### config.mk
export PLATFORM = sky130hd
export DESIGN_NAME = video_spi_segment_packet_sync
export DESIGN_NICKNAME = d
export VERILOG_FILES = /design/src/rtl/core/vsps_pkg.sv /design/src/rtl/core/vsps_apb_regs.sv /design/src/rtl/core/vsps_sync_step.sv /design/src/rtl/core/video_spi_segment_packet_sync.sv
export SDC_FILE = /design/constraint.sdc
export NUM_CORES = 1
export LEC_CHECK = 0
export CAP_MARGIN = 25
export CORE_MARGIN = 3
export CORE_UTILIZATION = 33
export CTS_CLUSTER_SIZE = 16
export DETAILED_ROUTE_END_ITERATION = 8
export DONT_BUFFER_PORTS = 1
export PLACE_DENSITY_LB_ADDON = 0.12
export SYNTH_ARGS = -nofsm -noshare
export SYNTH_HDL_FRONTEND = slang
export SYNTH_HIERARCHICAL = 1
export SYNTH_SLANG_ARGS = --single-unit
### constraint.sdc
create_clock -name i_clk -period 7.6 [get_ports i_clk]
set_input_delay 0.38 -clock i_clk [delete_from_list [all_inputs] [get_ports i_clk]]
set_output_delay 0.38 -clock i_clk [all_outputs]
set_load 0.01 [all_outputs]
### src/rtl/core/vsps_pkg.sv
// ----------------------------------------------------------------------------
// vsps_pkg
// Shared types and constants for the video SPI segment packet synchronizer.
// ----------------------------------------------------------------------------
`default_nettype none

package vsps_pkg;

    // Packets in one segment, and the packet that carries the segment number
    localparam int unsigned PACKETS_PER_SEG = 60;
    localparam logic [7:0]  SEG_LAST_SLOT   = 8'(PACKETS_PER_SEG - 1);
    localparam logic [7:0]  SEG_PACKET      = 8'd20;
    localparam logic [3:0]  DISCARD_NIBBLE  = 4'hF;

    // Register reset values
    localparam logic [9:0]  MAX_RESYNCS_RST = 10'd750;
    localparam logic [3:0]  MAX_SEG_NUM_RST = 4'd4;

    // Register map (word index)
    localparam logic        REG_MAX_RESYNCS = 1'b0;
    localparam logic        REG_MAX_SEG_NUM = 1'b1;

    // Result status codes
    typedef enum logic [2:0] {
        ST_STORED  = 3'd0,
        ST_RESYNC  = 3'd1,
        ST_DONE    = 3'd2,
        ST_INVALID = 3'd3,
        ST_GAVE_UP = 3'd4
    } t_status;

    // One packet header word
    typedef struct packed {
        logic [7:0] header_id_byte;
        logic [7:0] packet_number_byte;
        logic       transfer_failed;
    } t_pkt_in;

    // One result word
    typedef struct packed {
        t_status    status;
        logic [7:0] packet_slot;
        logic [3:0] seg_num;
    } t_pkt_res;

    // Configuration seen by the sync logic
    typedef struct packed {
        logic [9:0] max_resyncs;
        logic [3:0] max_seg_num;
    } t_cfg;

endpackage

`default_nettype wire

### src/rtl/core/vsps_apb_regs.sv
// ----------------------------------------------------------------------------
// vsps_apb_regs
// APB register file holding the resync limit and the segment number limit.
// ----------------------------------------------------------------------------
`default_nettype none

module vsps_apb_regs (
    input  wire logic         i_clk,
    input  wire logic         i_rst_n,
    input  wire logic         psel,
    input  wire logic         penable,
    input  wire logic         pwrite,
    input  wire logic [2:0]   paddr,
    input  wire logic [31:0]  pwdata,
    output logic      [31:0]  prdata,
    output logic              pready,
    output vsps_pkg::t_cfg    o_cfg
);

    logic [9:0] r_max_resyncs;
    logic [3:0] r_max_seg_num;
    logic       wr_en;

    assign pready = 1'b1;
    assign wr_en  = psel & penable & pwrite;

    // Register writes, word index taken from paddr[2]
    always_ff @(posedge i_clk) begin
        if (!i_rst_n) begin
            r_max_resyncs <= vsps_pkg::MAX_RESYNCS_RST;
            r_max_seg_num <= vsps_pkg::MAX_SEG_NUM_RST;
        end else if (wr_en) begin
            unique case (paddr[2])
                vsps_pkg::REG_MAX_RESYNCS: r_max_resyncs <= pwdata[9:0];
                vsps_pkg::REG_MAX_SEG_NUM: r_max_seg_num <= pwdata[3:0];
                default: ;
            endcase
        end
    end

    // Read mux
    always_comb begin
        unique case (paddr[2])
            vsps_pkg::REG_MAX_RESYNCS: prdata = {22'd0, r_max_resyncs};
            vsps_pkg::REG_MAX_SEG_NUM: prdata = {28'd0, r_max_seg_num};
            default:                   prdata = 32'd0;
        endcase
    end

    assign o_cfg.max_resyncs = r_max_resyncs;
    assign o_cfg.max_seg_num = r_max_seg_num;

endmodule

`default_nettype wire

### src/rtl/core/vsps_sync_step.sv
// ----------------------------------------------------------------------------
// vsps_sync_step
// Sync state and the per-packet decision: store, resync, done, invalid, give up.
// ----------------------------------------------------------------------------
`default_nettype none

module vsps_sync_step (
    input  wire logic              i_clk,
    input  wire logic              i_rst_n,
    input  wire logic              i_advance,
    input  wire vsps_pkg::t_pkt_in i_pkt,
    input  wire vsps_pkg::t_cfg    i_cfg,
    output vsps_pkg::t_pkt_res     o_res
);

    logic [7:0] r_exp_idx,  n_exp_idx;
    logic [9:0] r_resyncs,  n_resyncs;
    logic [3:0] r_cap_seg,  n_cap_seg;

    logic       bad_pkt;
    logic [9:0] resyncs_inc;
    logic [7:0] exp_inc;
    logic [3:0] id_seg;
    logic       at_seg_pkt;
    logic       seg_bad;
    logic [3:0] cap_seg_upd;

    assign id_seg      = i_pkt.header_id_byte[7:4];
    assign bad_pkt     = i_pkt.transfer_failed || (id_seg == vsps_pkg::DISCARD_NIBBLE) ||
                         (i_pkt.packet_number_byte != r_exp_idx);
    assign resyncs_inc = r_resyncs + 10'd1;
    assign exp_inc     = r_exp_idx + 8'd1;
    assign at_seg_pkt  = (r_exp_idx == vsps_pkg::SEG_PACKET);
    assign seg_bad     = (id_seg == 4'd0) || (id_seg > i_cfg.max_seg_num);
    assign cap_seg_upd = at_seg_pkt ? id_seg : r_cap_seg;

    // Decision and next state
    always_comb begin
        o_res.status      = vsps_pkg::ST_STORED;
        o_res.packet_slot = 8'd0;
        o_res.seg_num     = 4'd0;
        n_exp_idx         = r_exp_idx;
        n_resyncs         = r_resyncs;
        n_cap_seg         = r_cap_seg;
        priority if (bad_pkt) begin
            if (resyncs_inc >= i_cfg.max_resyncs) begin
                o_res.status = vsps_pkg::ST_GAVE_UP;
                n_exp_idx    = 8'd0;
                n_resyncs    = 10'd0;
                n_cap_seg    = 4'd0;
            end else begin
                o_res.status = vsps_pkg::ST_RESYNC;
                n_exp_idx    = 8'd0;
                n_resyncs    = resyncs_inc;
            end
        end else if (at_seg_pkt && seg_bad) begin
            o_res.status  = vsps_pkg::ST_INVALID;
            o_res.seg_num = id_seg;
            n_exp_idx     = 8'd0;
            n_resyncs     = 10'd0;
            n_cap_seg     = 4'd0;
        end else if (exp_inc >= 8'(vsps_pkg::PACKETS_PER_SEG)) begin
            o_res.status      = vsps_pkg::ST_DONE;
            o_res.packet_slot = r_exp_idx;
            o_res.seg_num     = cap_seg_upd;
            n_exp_idx         = 8'd0;
            n_resyncs         = 10'd0;
            n_cap_seg         = 4'd0;
        end else begin
            o_res.packet_slot = r_exp_idx;
            n_exp_idx         = exp_inc;
            n_cap_seg         = cap_seg_upd;
        end
    end

    // State update when a word moves to the result register
    always_ff @(posedge i_clk) begin
        if (!i_rst_n) begin
            r_exp_idx <= 8'd0;
            r_resyncs <= 10'd0;
            r_cap_seg <= 4'd0;
        end else if (i_advance) begin
            r_exp_idx <= n_exp_idx;
            r_resyncs <= n_resyncs;
            r_cap_seg <= n_cap_seg;
        end
    end

endmodule

`default_nettype wire

### src/rtl/core/video_spi_segment_packet_sync.sv
// Throughput: one packet header per cycle unless the result side stalls;
// an accepted word waits in the input register, and its decision goes to
// the result register; the two stages advance when the result side is free.
// Reset: synchronous active low; clears sync state, pipeline valids, and
// loads register defaults (max_resyncs 750, segment number limit 4).
// ----------------------------------------------------------------------------
// video_spi_segment_packet_sync
// Tracks packet order within video SPI segments and reports per-packet status.
// ----------------------------------------------------------------------------
`default_nettype none

module video_spi_segment_packet_sync (
    input  wire logic        i_clk,
    input  wire logic        i_rst_n,
    // APB configuration
    input  wire logic        psel,
    input  wire logic        penable,
    input  wire logic        pwrite,
    input  wire logic [2:0]  paddr,
    input  wire logic [31:0] pwdata,
    output logic      [31:0] prdata,
    output logic             pready,
    // Packet header stream in
    input  wire logic        s_axis_tvalid,
    output logic             s_axis_tready,
    input  wire logic [15:0] s_axis_tdata,  // [7:0] header_id_byte, [15:8] packet_number_byte
    input  wire logic        s_axis_tuser,  // [0] transfer_failed
    // Result stream out
    output logic             m_axis_tvalid,
    input  wire logic        m_axis_tready,
    output logic      [15:0] m_axis_tdata,  // [7:0] packet_slot, [11:8] seg_num, zero pad
    output logic      [2:0]  m_axis_tuser   // [2:0] status
);

    vsps_pkg::t_cfg     cfg;
    vsps_pkg::t_pkt_in  r_in;
    vsps_pkg::t_pkt_res r_out;
    vsps_pkg::t_pkt_res step_res;
    logic               r_in_valid;
    logic               r_out_valid;
    logic               advance;
    logic               out_free;

    vsps_apb_regs u_regs (
        .i_clk   (i_clk),
        .i_rst_n (i_rst_n),
        .psel    (psel),
        .penable (penable),
        .pwrite  (pwrite),
        .paddr   (paddr),
        .pwdata  (pwdata),
        .prdata  (prdata),
        .pready  (pready),
        .o_cfg   (cfg)
    );

    // Pipeline flow control
    assign out_free      = !r_out_valid || m_axis_tready;
    assign advance       = r_in_valid && out_free;
    assign s_axis_tready = !r_in_valid || out_free;

    // Input register
    always_ff @(posedge i_clk) begin
        if (!i_rst_n) begin
            r_in_valid <= 1'b0;
        end else if (s_axis_tready) begin
            r_in_valid <= s_axis_tvalid;
        end
    end

    always_ff @(posedge i_clk) begin
        if (s_axis_tvalid && s_axis_tready) begin
            r_in.header_id_byte     <= s_axis_tdata[7:0];
            r_in.packet_number_byte <= s_axis_tdata[15:8];
            r_in.transfer_failed    <= s_axis_tuser;
        end
    end

    vsps_sync_step u_step (
        .i_clk     (i_clk),
        .i_rst_n   (i_rst_n),
        .i_advance (advance),
        .i_pkt     (r_in),
        .i_cfg     (cfg),
        .o_res     (step_res)
    );

    // Result register
    always_ff @(posedge i_clk) begin
        if (!i_rst_n) begin
            r_out_valid <= 1'b0;
        end else if (out_free) begin
            r_out_valid <= r_in_valid;
        end
    end

    always_ff @(posedge i_clk) begin
        if (advance) begin
            r_out <= step_res;
        end
    end

    assign m_axis_tvalid = r_out_valid;
    assign m_axis_tdata  = {4'd0, r_out.seg_num, r_out.packet_slot};
    assign m_axis_tuser  = r_out.status;

`ifndef SYNTH
    // Segment done always carries the last slot of the segment
    a_done_slot: assert property (@(posedge i_clk) disable iff (!i_rst_n)
        (r_out_valid && r_out.status == vsps_pkg::ST_DONE)
            |-> (r_out.packet_slot == vsps_pkg::SEG_LAST_SLOT))
        else $error("segment done with wrong slot");

    // Resync and give-up words carry no slot and no segment number
    a_resync_zero: assert property (@(posedge i_clk) disable iff (!i_rst_n)
        (r_out_valid && (r_out.status == vsps_pkg::ST_RESYNC ||
                         r_out.status == vsps_pkg::ST_GAVE_UP))
            |-> (r_out.packet_slot == 8'd0 && r_out.seg_num == 4'd0))
        else $error("resync word with nonzero payload");

    // Stored words carry no segment number
    a_stored_seg: assert property (@(posedge i_clk) disable iff (!i_rst_n)
        (r_out_valid && r_out.status == vsps_pkg::ST_STORED)
            |-> (r_out.seg_num == 4'd0))
        else $error("stored word with segment number");

    // A stalled result word holds until it is taken
    a_stall_hold: assert property (@(posedge i_clk) disable iff (!i_rst_n)
        (r_out_valid && !m_axis_tready) |=> (r_out_valid && $stable(r_out)))
        else $error("result word changed under stall");
`endif

endmodule

`default_nettype wire
==> flow_metrics.py, run 1 <==
metrics = {
    "outcome": {
        "status": "complete, no violations",
    },
    "worst_setup_path": {
        "r2r_slack_ps": 4400,
        "end_kind": "flop",
        "timing.critical_path.arrival_ps": 3480,
        "r2r-end": "u_step/r_resyncs[0]",
        "reg2reg_depth": 11,
        "critPathMaxFanout": 11,
        "cp.required_ps": 7870,
        "crit_path_start_kind": "flop",
        "path_class": "reg2reg",
        "r2r-start": "u_step/r_resyncs[0]",
    },
    "sta": {
        "setup_viol_count_final": 0,
        "period_needed_ps": 3200,
        "final_hold_viol_count": 0,
        "maxSlewViolCount": 0,
        "max_freq_mhz": 312,
        "tns_ps": 0,
        "rsz0062_at_grt": "no",
        "relSlewSlack": 0.431,
        "period_share": 0.422,
        "worst_pin_slew_ps": 852,
        "finClkSkew_ps": 5.48,
    },
    "grt": {
        "grtUsageTotal": 0.120,
        "antenna_found_initial": 0,
        "grt_first_pass_wirelength_um": 12000,
        "grt-ovfl-total": 0,
        "first_global_vias": 2296,
        "grt_max_degree": 50,
    },
    "floorplanning": {
        "ioPinCount": 113,
        "die_area_um2": 12600,
        "die_width_um": 112,
        "initial_core_util": 0.342,
        "core_um2": 10900,
        "floorplan.rows": 38,
        "die_h_um": 112,
    },
    "cts": {
        "cts.hold.buffers_added": 0,
        "clock_latency_ps": 320,
        "cts-root-buf": "clkbuf_16",
        "post_cts_resized": 0,
        "cts_htree_levels": 3,
        "clockBufferDepth": 2,
        "path_clk_slew_ps": 50,
        "cts_setup_buffers": 0,
        "clock_sinks": 66,
        "cts_tree": "done",
        "cts_made_buffers": 9,
    },
    "layout": {
        "final_common_cell": "dfxtp_1",
        "drive_above_1_share": 0.0922,
        "finalNetCount": 429,
        "final_cell_mix": "38 x dfxtp_1, 28 x edfxtp_1, 27 x conb_1",
        "antenna_cells": 0,
        "syn2layout_area_growth_pct": 7.87,
    },
    "worst_hold_path": {
        "min_path_type": "in2reg",
        "whs_path_depth": 0,
        "holdPathEnd": "r_in[16]",
        "holdCritStartpoint": "s_axis_tdata[7]",
    },
    "drt": {
        "wl_per_cell_um": 14.9,
        "ant_nets": 0,
        "dr_wl_met3_um": 382,
        "num_vias": 2388,
        "route.met2.wl_um": 3170,
        "drt_iter0_markers": 95,
        "met1_length_um": 3750,
        "dr.pass1.iters": 4,
        "viasPerCell": 4.80,
        "route.detailed.drc": 0,
        "drt_wl_total_um": 7410,
        "routed.top_layer": "met4",
    },
    "placement": {
        "port_buffers": 0,
        "place.gp.congestion": 0.707,
        "dp_hpwl_um": 5350,
    },
    "power": {
        "p_total_w": 0.000868,
        "power-per-cell-area_nw_per_um2": 216,
        "vdd_drop_max_mv": 0.132,
        "power.leakage_nw": 1.66,
    },
    "logic_synthesis": {
        "synthCells": 359,
        "ys_warn_count": 6,
        "synthesis.area_um2": 3730,
        "avgSynthCellArea_um2": 10.4,
    },
    "job": {
        "drv_cap": 0,
    },
}
sequential cells by signal, summed over array words and instances, names as in the netlist:
signal / flops
m_axis_tdata: 12
m_axis_tuser: 3
m_axis_tvalid: 1
r_in: 13
r_in_valid: 1
u_regs/r_max_resyncs: 10
u_regs/r_max_seg_num: 4
u_step/r_cap_seg: 4
u_step/r_exp_idx: 8
u_step/r_resyncs: 10
critical path: stages (launching register included):
cell	delay, ps
dfxtp_1	450
and3_1	210
nand3_1	190
nor3_1	260
xor2_1	240
ha_1	300
nand2_1	80
nor2_1	40
a211oi_1	410
o2111ai_1	520
nor3b_1	340
a21o_1	110
per-layer routing:
metal,vias up,track usage
met4,0,0.0433
li1,1209,-
met3,8,0.0372
met1,1107,0.172
met5,-,0
met2,64,0.171
per-stage QoR:
stage	hold WS (ps)	util	setup WS, ps	cells	instance area [um^2]
2_1_floorplan	437	-	5160	383	3820
5_1_grt	130	0.368	4040	498	4030
4_1_cts	135	0.368	4340	498	4030
6_report	147	0.368	4400	498	4030
3_3_place_gp	446	0.340	4380	482	3710
3_5_place_dp	453	0.340	4340	482	3710
worst max path at each step:
stage,endpoint,cells after the start,from,slack (ps)
global placement,u_step/r_resyncs[7],11,u_step/r_resyncs[0],4380
global route,u_step/r_resyncs[6],11,u_step/r_resyncs[2],4040
CTS,u_step/r_resyncs[7],11,u_step/r_resyncs[0],4340
detailed placement,u_step/r_resyncs[6],11,u_step/r_resyncs[2],4340
finish,u_step/r_resyncs[0],11,u_step/r_resyncs[0],4400
floorplan,u_step/r_resyncs[0],12,u_step/r_resyncs[2],5160
area by class of cell:
type	instances	area, um^2
tap	140	175
fill	1117	6910
multi-input combinational	254	1850
timing repair buffer	2	15.0
sequential	66	1600
clock buffer	12	246
inverter	20	75.1
clock inverter	4	67.6
report_power, final:
group / internal (W) / total [W] / switching (W)
Combinational: 0.0000153 / 0.0000400 / 0.0000247
Sequential: 0.000381 / 0.000391 / 0.00000975
Clock: 0.000294 / 0.000438 / 0.000144
Total: 0.000690 / 0.000868 / 0.000178
Power figures use the tool's default switching activity.
==> inputs of run 2 (changes only) <==
Clock period 7.6 ns to 2.9 ns, I/O delays scaled along.
==> run 2 against run 1 <==
  * Maximum frequency increased by 18%
  * Sequential share of layout area fell by 3.9 points
  * Clock skew decreased by 0.52 ps
  * Critical path type unchanged
  * Wire length up 8.5%
  * Flip-flop and latch count stayed put
  * Cell count grew 8.8%
  * Register-to-register slack worse by 4200 ps
  * Clock power increased to 2.6 times the previous value
  * Clock-buffer cell count is 1 lower
==> flow_metrics.py, run 2 (same netlist as run 1, synthesis figures left out) <==
metrics = {
    "cts": {
        "cts_tree": "done",
        "cts-root-buf": "clkbuf_16",
        "cts_htree_levels": 3,
        "clock_sinks": 66,
        "clock_latency_ps": 320,
        "clockBufferDepth": 2,
        "cts_made_buffers": 9,
        "path_clk_slew_ps": 50,
    },
    "grt": {
        "grt_max_degree": 28,
        "grt_first_pass_wirelength_um": 12800,
        "grt-ovfl-total": 0,
        "grtUsageTotal": 0.130,
        "antenna_found_initial": 0,
        "first_global_vias": 2500,
    },
    "power": {
        "seq_power_share": 0.438,
        "swShare": 0.211,
        "p_total_w": 0.00233,
        "power.leakage_nw": 1.88,
        "vdd_drop_max_mv": 0.249,
        "combPwrFrac": 0.064,
        "intPower_w": 0.00184,
        "power-per-cell-area_nw_per_um2": 522,
        "power_switching_w": 0.000492,
        "clockPowerShare": 0.498,
    },
    "outcome": {
        "status": "complete, no violations",
    },
    "worst_setup_path": {
        "path_common_cell": "buf_4",
        "timing.critical_path.arrival_ps": 2930,
        "crit_path_start_kind": "flop",
        "r2r-end": "u_step/r_cap_seg[0]",
        "r2r_slack_ps": 190,
        "cp.required_ps": 3110,
        "r2r-start": "u_step/r_resyncs[0]",
        "reg2reg_depth": 14,
        "end_kind": "flop",
        "critPathMaxFanout": 4,
        "cp_slowest_stage_delay_ps": 350,
        "crit_start": "u_step/r_resyncs[0]",
        "crit_chain": "buf_4 -> ha_1 -> and3_2 -> nand3_1 -> xnor2_2 -> ha_1 -> a21oi_1 -> nor2_1 -> a211oi_2 -> buf_4 -> buf_4 -> o211ai_1 -> o311ai_4 -> a32o_1",
        "worst-path-buf-inv": 3,
        "path_class": "reg2reg",
        "crit_path_top_delay_cell": "dfxtp_2",
        "crit_family": "compound AO/OA/AOI/OAI gates",
    },
    "layout": {
        "final_common_cell": "dfxtp_1",
        "largest_reg_flops": 13,
        "syn2layout_area_growth_pct": 19.7,
        "antenna_cells": 0,
        "top_register": "r_in",
        "fin_area_um2": 4470,
        "finalNetCount": 473,
        "drive_above_1_share": 0.152,
        "final_cell_mix": "37 x dfxtp_1, 28 x edfxtp_1, 27 x conb_1",
        "fin_cells": 542,
    },
    "sta": {
        "final_hold_viol_count": 0,
        "finClkSkew_ps": 4.96,
        "period_share": 0.935,
        "relSlewSlack": 0.570,
        "maxSlewViolCount": 0,
        "max_freq_mhz": 369,
        "holdWs_ps": 14.5,
        "worst_pin_slew_ps": 645,
        "setup_viol_count_final": 0,
        "period_needed_ps": 2710,
    },
    "floorplanning": {
        "die_width_um": 112,
        "core_um2": 10900,
        "initial_core_util": 0.342,
        "die_area_um2": 12600,
        "ioPinCount": 113,
        "die_h_um": 112,
        "floorplan.rows": 38,
    },
    "placement": {
        "dpl-instance-area_um2": 3850,
        "place.gp.congestion": 0.751,
        "port_buffers": 0,
        "placed_cells": 500,
        "dp_hpwl_um": 5690,
    },
    "worst_hold_path": {
        "whs_path_depth": 2,
        "min_path_type": "in2reg",
        "holdCritStartpoint": "pwdata[2]",
        "holdPathEnd": "u_regs/r_max_resyncs[2]",
    },
    "drt": {
        "ant_nets": 0,
        "num_vias": 2600,
        "viasPerCell": 4.80,
        "wl_per_cell_um": 14.8,
        "drt_iter0_markers": 119,
        "dr.pass1.iters": 4,
        "route.detailed.drc": 0,
        "drt_wl_total_um": 8040,
    },
    "job": {
        "drv_cap": 0,
    },
}
## run 2: cell types whose count changed in the layout (fill, tap and decap cells not counted), moves of 2 or more
cell / change
xnor2_1: -2
dlygate4sd3_1: +24
xnor2_2: +2
buf_4: +19
## run 2: how the worst max path moves through the flow
stage,depth (start not counted),end
2_1_floorplan,12,u_step/r_resyncs[0]
3_3_place_gp,12,m_axis_tuser[2]
3_5_place_dp,12,m_axis_tuser[2]
4_1_cts,12,m_axis_tuser[2]
5_1_grt,14,u_step/r_cap_seg[0]
6_report,14,u_step/r_cap_seg[0]
## run 2: layout make-up
class | instances | area [um^2]
Timing Repair Buffer | 46 | 413
Inverter | 20 | 75.1
Fill cell | 1078 | 6460
Clock buffer | 11 | 243
Clock inverter | 5 | 77.6
Tap cell | 140 | 175
Sequential cell | 66 | 1600
Multi-Input combinational cell | 254 | 1880
## run 2: timing repair
action / CTS / global route
buffers inserted: 0 / 1
resized for setup: 0 / 7
hold buffers: 24 / 0
endpoints found under the setup margin: 0 / 15
endpoints found under the hold margin: 38 / 0
## run 2: metal layers
| layer | global-route usage | routed length, um | vias up |
|---|---|---|---|
| li1 | - | - | 1297 |
| met1 | 0.179 | 3940 | 1226 |
| met2 | 0.197 | 3650 | 71 |
| met3 | 0.0313 | 363 | 6 |
| met4 | 0.0545 | 84 | 0 |
| met5 | 0 | 0 | - |
## run 2: power by group through the flow
stage	Clock (W)	Combinational, W	Sequential (W)
final	0.00116	0.000150	0.00102
after global routing	0.00124	0.000166	0.00103
after detailed placement	0	0.000116	0.00104
after CTS	0.00119	0.000149	0.00102
after global placement	0	0.000115	0.00104
after floorplan	0	0.000126	0.00104
## run 2: per-stage QoR
stage | TNS [ps] | utilization | setup WS [ps]
2_1_floorplan | 0 | - | 465
3_3_place_gp | 0 | 0.352 | 211
3_5_place_dp | 0 | 0.352 | 173
4_1_cts | 0 | 0.403 | 146
5_1_grt | -2.99 | 0.409 | -2.99
6_report | 0 | 0.409 | 187
==> inputs of run 3 (changes only) <==
Settings changed: CTS_BUF_LIST set to sky130_fd_sc_hd__clkbuf_8, REMOVE_ABC_BUFFERS set to 1.
==> run 3 against run 2 <==
  * Non-clock buffer count stayed put
  * Wire length barely moved
  * Clock power is 36% lower
  * Combinational power is essentially flat
  * Maximum frequency about the same
  * Die area did not move
  * Total power shrank 18%
  * Critical endpoint is now u_step/r_resyncs[0]
==> flow_metrics.py, run 3 (same netlist as run 1, synthesis figures left out) <==
metrics = {
    "outcome": {
        "status": "complete, no violations",
    },
    "cts": {
        "cts_tree": "done",
        "post_cts_resized": 0,
        "clockBufferDepth": 2,
        "clock_latency_ps": 340,
        "clock_sinks": 66,
        "cts-root-buf": "clkbuf_8",
        "cts_made_buffers": 9,
        "path_clk_slew_ps": 80,
        "cts_htree_levels": 3,
    },
    "floorplanning": {
        "core_um2": 10900,
        "die_h_um": 112,
        "die_area_um2": 12600,
        "ioPinCount": 113,
        "floorplan.rows": 38,
        "die_width_um": 112,
        "initial_core_util": 0.342,
    },
    "drt": {
        "route.detailed.drc": 0,
        "ant_nets": 0,
        "num_vias": 2602,
        "dr.pass1.iters": 4,
        "drt_wl_total_um": 8040,
        "drt_iter0_markers": 111,
        "wl_per_cell_um": 14.8,
        "viasPerCell": 4.80,
    },
    "layout": {
        "finalNetCount": 473,
        "largest_reg_flops": 13,
        "antenna_cells": 0,
        "syn2layout_area_growth_pct": 15.1,
        "drive_above_1_share": 0.127,
        "final_common_cell": "dfxtp_1",
        "top_register": "r_in",
        "final_cell_mix": "38 x dfxtp_1, 28 x edfxtp_1, 27 x conb_1, 27 x dlygate4sd3_1, 24 x nor2b_1",
        "fin_cells": 542,
    },
    "worst_setup_path": {
        "path_class": "reg2reg",
        "critPathMaxFanout": 11,
        "r2r-start": "u_step/r_resyncs[0]",
        "crit_path_top_delay_cell": "dfxtp_1",
        "crit_start": "u_step/r_resyncs[0]",
        "end_kind": "flop",
        "cp_slowest_stage_delay_ps": 370,
        "timing.critical_path.arrival_ps": 2990,
        "cp.required_ps": 3180,
        "crit_path_start_kind": "flop",
        "crit_chain": "and3_1 -> nand3_1 -> nor2_1 -> xor2_1 -> ha_1 -> a21oi_1 -> nor2_1 -> a211oi_1 -> buf_4 -> o2111ai_1 -> buf_4 -> nor3b_1 -> a21o_1",
    },
    "grt": {
        "grt_max_degree": 30,
        "grt_first_pass_wirelength_um": 13200,
        "grt-ovfl-total": 0,
        "first_global_vias": 2539,
        "antenna_found_initial": 0,
        "grtUsageTotal": 0.132,
    },
    "sta": {
        "setup_viol_count_final": 0,
        "tns_ps": 0,
        "period_share": 0.935,
        "rsz0062_at_grt": "no",
        "maxSlewViolCount": 0,
        "worst_pin_slew_ps": 965,
        "final_hold_viol_count": 0,
        "finClkSkew_ps": 12.6,
        "period_needed_ps": 2710,
        "max_freq_mhz": 369,
        "relSlewSlack": 0.354,
    },
    "power": {
        "vdd_drop_max_mv": 0.186,
        "swShare": 0.240,
        "power.leakage_nw": 1.80,
        "clockPowerShare": 0.388,
        "seq_power_share": 0.534,
        "power-per-cell-area_nw_per_um2": 444,
        "power_switching_w": 0.000459,
        "intPower_w": 0.00145,
        "combPwrFrac": 0.078,
    },
    "placement": {
        "place.gp.congestion": 0.697,
        "port_buffers": 0,
        "dp_hpwl_um": 5550,
        "placed_cells": 499,
    },
    "worst_hold_path": {
        "min_path_type": "in2reg",
        "holdCritStartpoint": "i_rst_n",
    },
    "job": {
        "drv_cap": 0,
    },
}
run 3: changes by cell type in the layout (fill, tap and decap cells not counted), sizes merged:
cell	change
buf	-3
bufinv	-1
clkbuf	-2
clkinvlp	+2
dlygate4sd3	+3
inv	+1
run 3: power by group through the flow:
stage / clock (W) / combinational, W / sequential [W]
floorplan: 0 / 0.0000876 / 0.00104
global placement: 0 / 0.000113 / 0.00104
detailed placement: 0 / 0.000114 / 0.00104
CTS: 0.000766 / 0.000150 / 0.00102
global route: 0.000823 / 0.000164 / 0.00102
finish: 0.000742 / 0.000149 / 0.00102
run 3: routing by layer:
metal | wire length (um) | global-route usage | share of wire
met1 | 4010 | 0.190 | 0.50
met2 | 3500 | 0.197 | 0.44
met3 | 386 | 0.0270 | 0.048
met4 | 131 | 0.0465 | 0.016
met5 | 0 | 0 | 0
run 3: what timing repair did:
action / 4_1_cts / 5_1_grt
buffers inserted: 0 / 0
hold buffers: 27 / 0
hold endpoints to repair: 40 / 0
run 3: layout make-up:
type / count / area, um^2
timing repair buffer: 46 / 413
clock inverter: 7 / 61.3
multi-input combinational: 254 / 1850
inverter: 20 / 75.1
tap: 140 / 175
clock buffer: 9 / 124
sequential: 66 / 1600
fill: 1104 / 6640
run 3: path summary, 6_finish.rpt:
check,endpoint,slack (ps),depth (start not counted)
max reg2reg,u_step/r_resyncs[0],190,13
min reg2reg,u_step/r_resyncs[8],460,2
max,u_step/r_resyncs[0],190,13
min,u_regs/r_max_resyncs[9],20,2
run 3: metrics by stage:
step	setup slack, ps	util	hold WS, ps	instance area [um^2]	total power (W)
floorplan	302	-	244	3520	0.00112
global placement	222	0.351	244	3840	0.00116
detailed placement	249	0.351	244	3840	0.00116
CTS	203	0.393	4.09	4300	0.00194
global route	0.687	0.393	17.6	4300	0.00201
finish	189	0.393	23.7	4300	0.00191
run 3: critical path: cells and delay by family, from the launching register on:
kind	cells	cell delay, ps
AND/OR/NAND/NOR	5	820
XOR/XNOR	1	260
buffers and inverters	2	340
AO/OA/AOI/OAI	4	570
adder cells (fa/ha/maj)	1	300
flip-flops	1	370
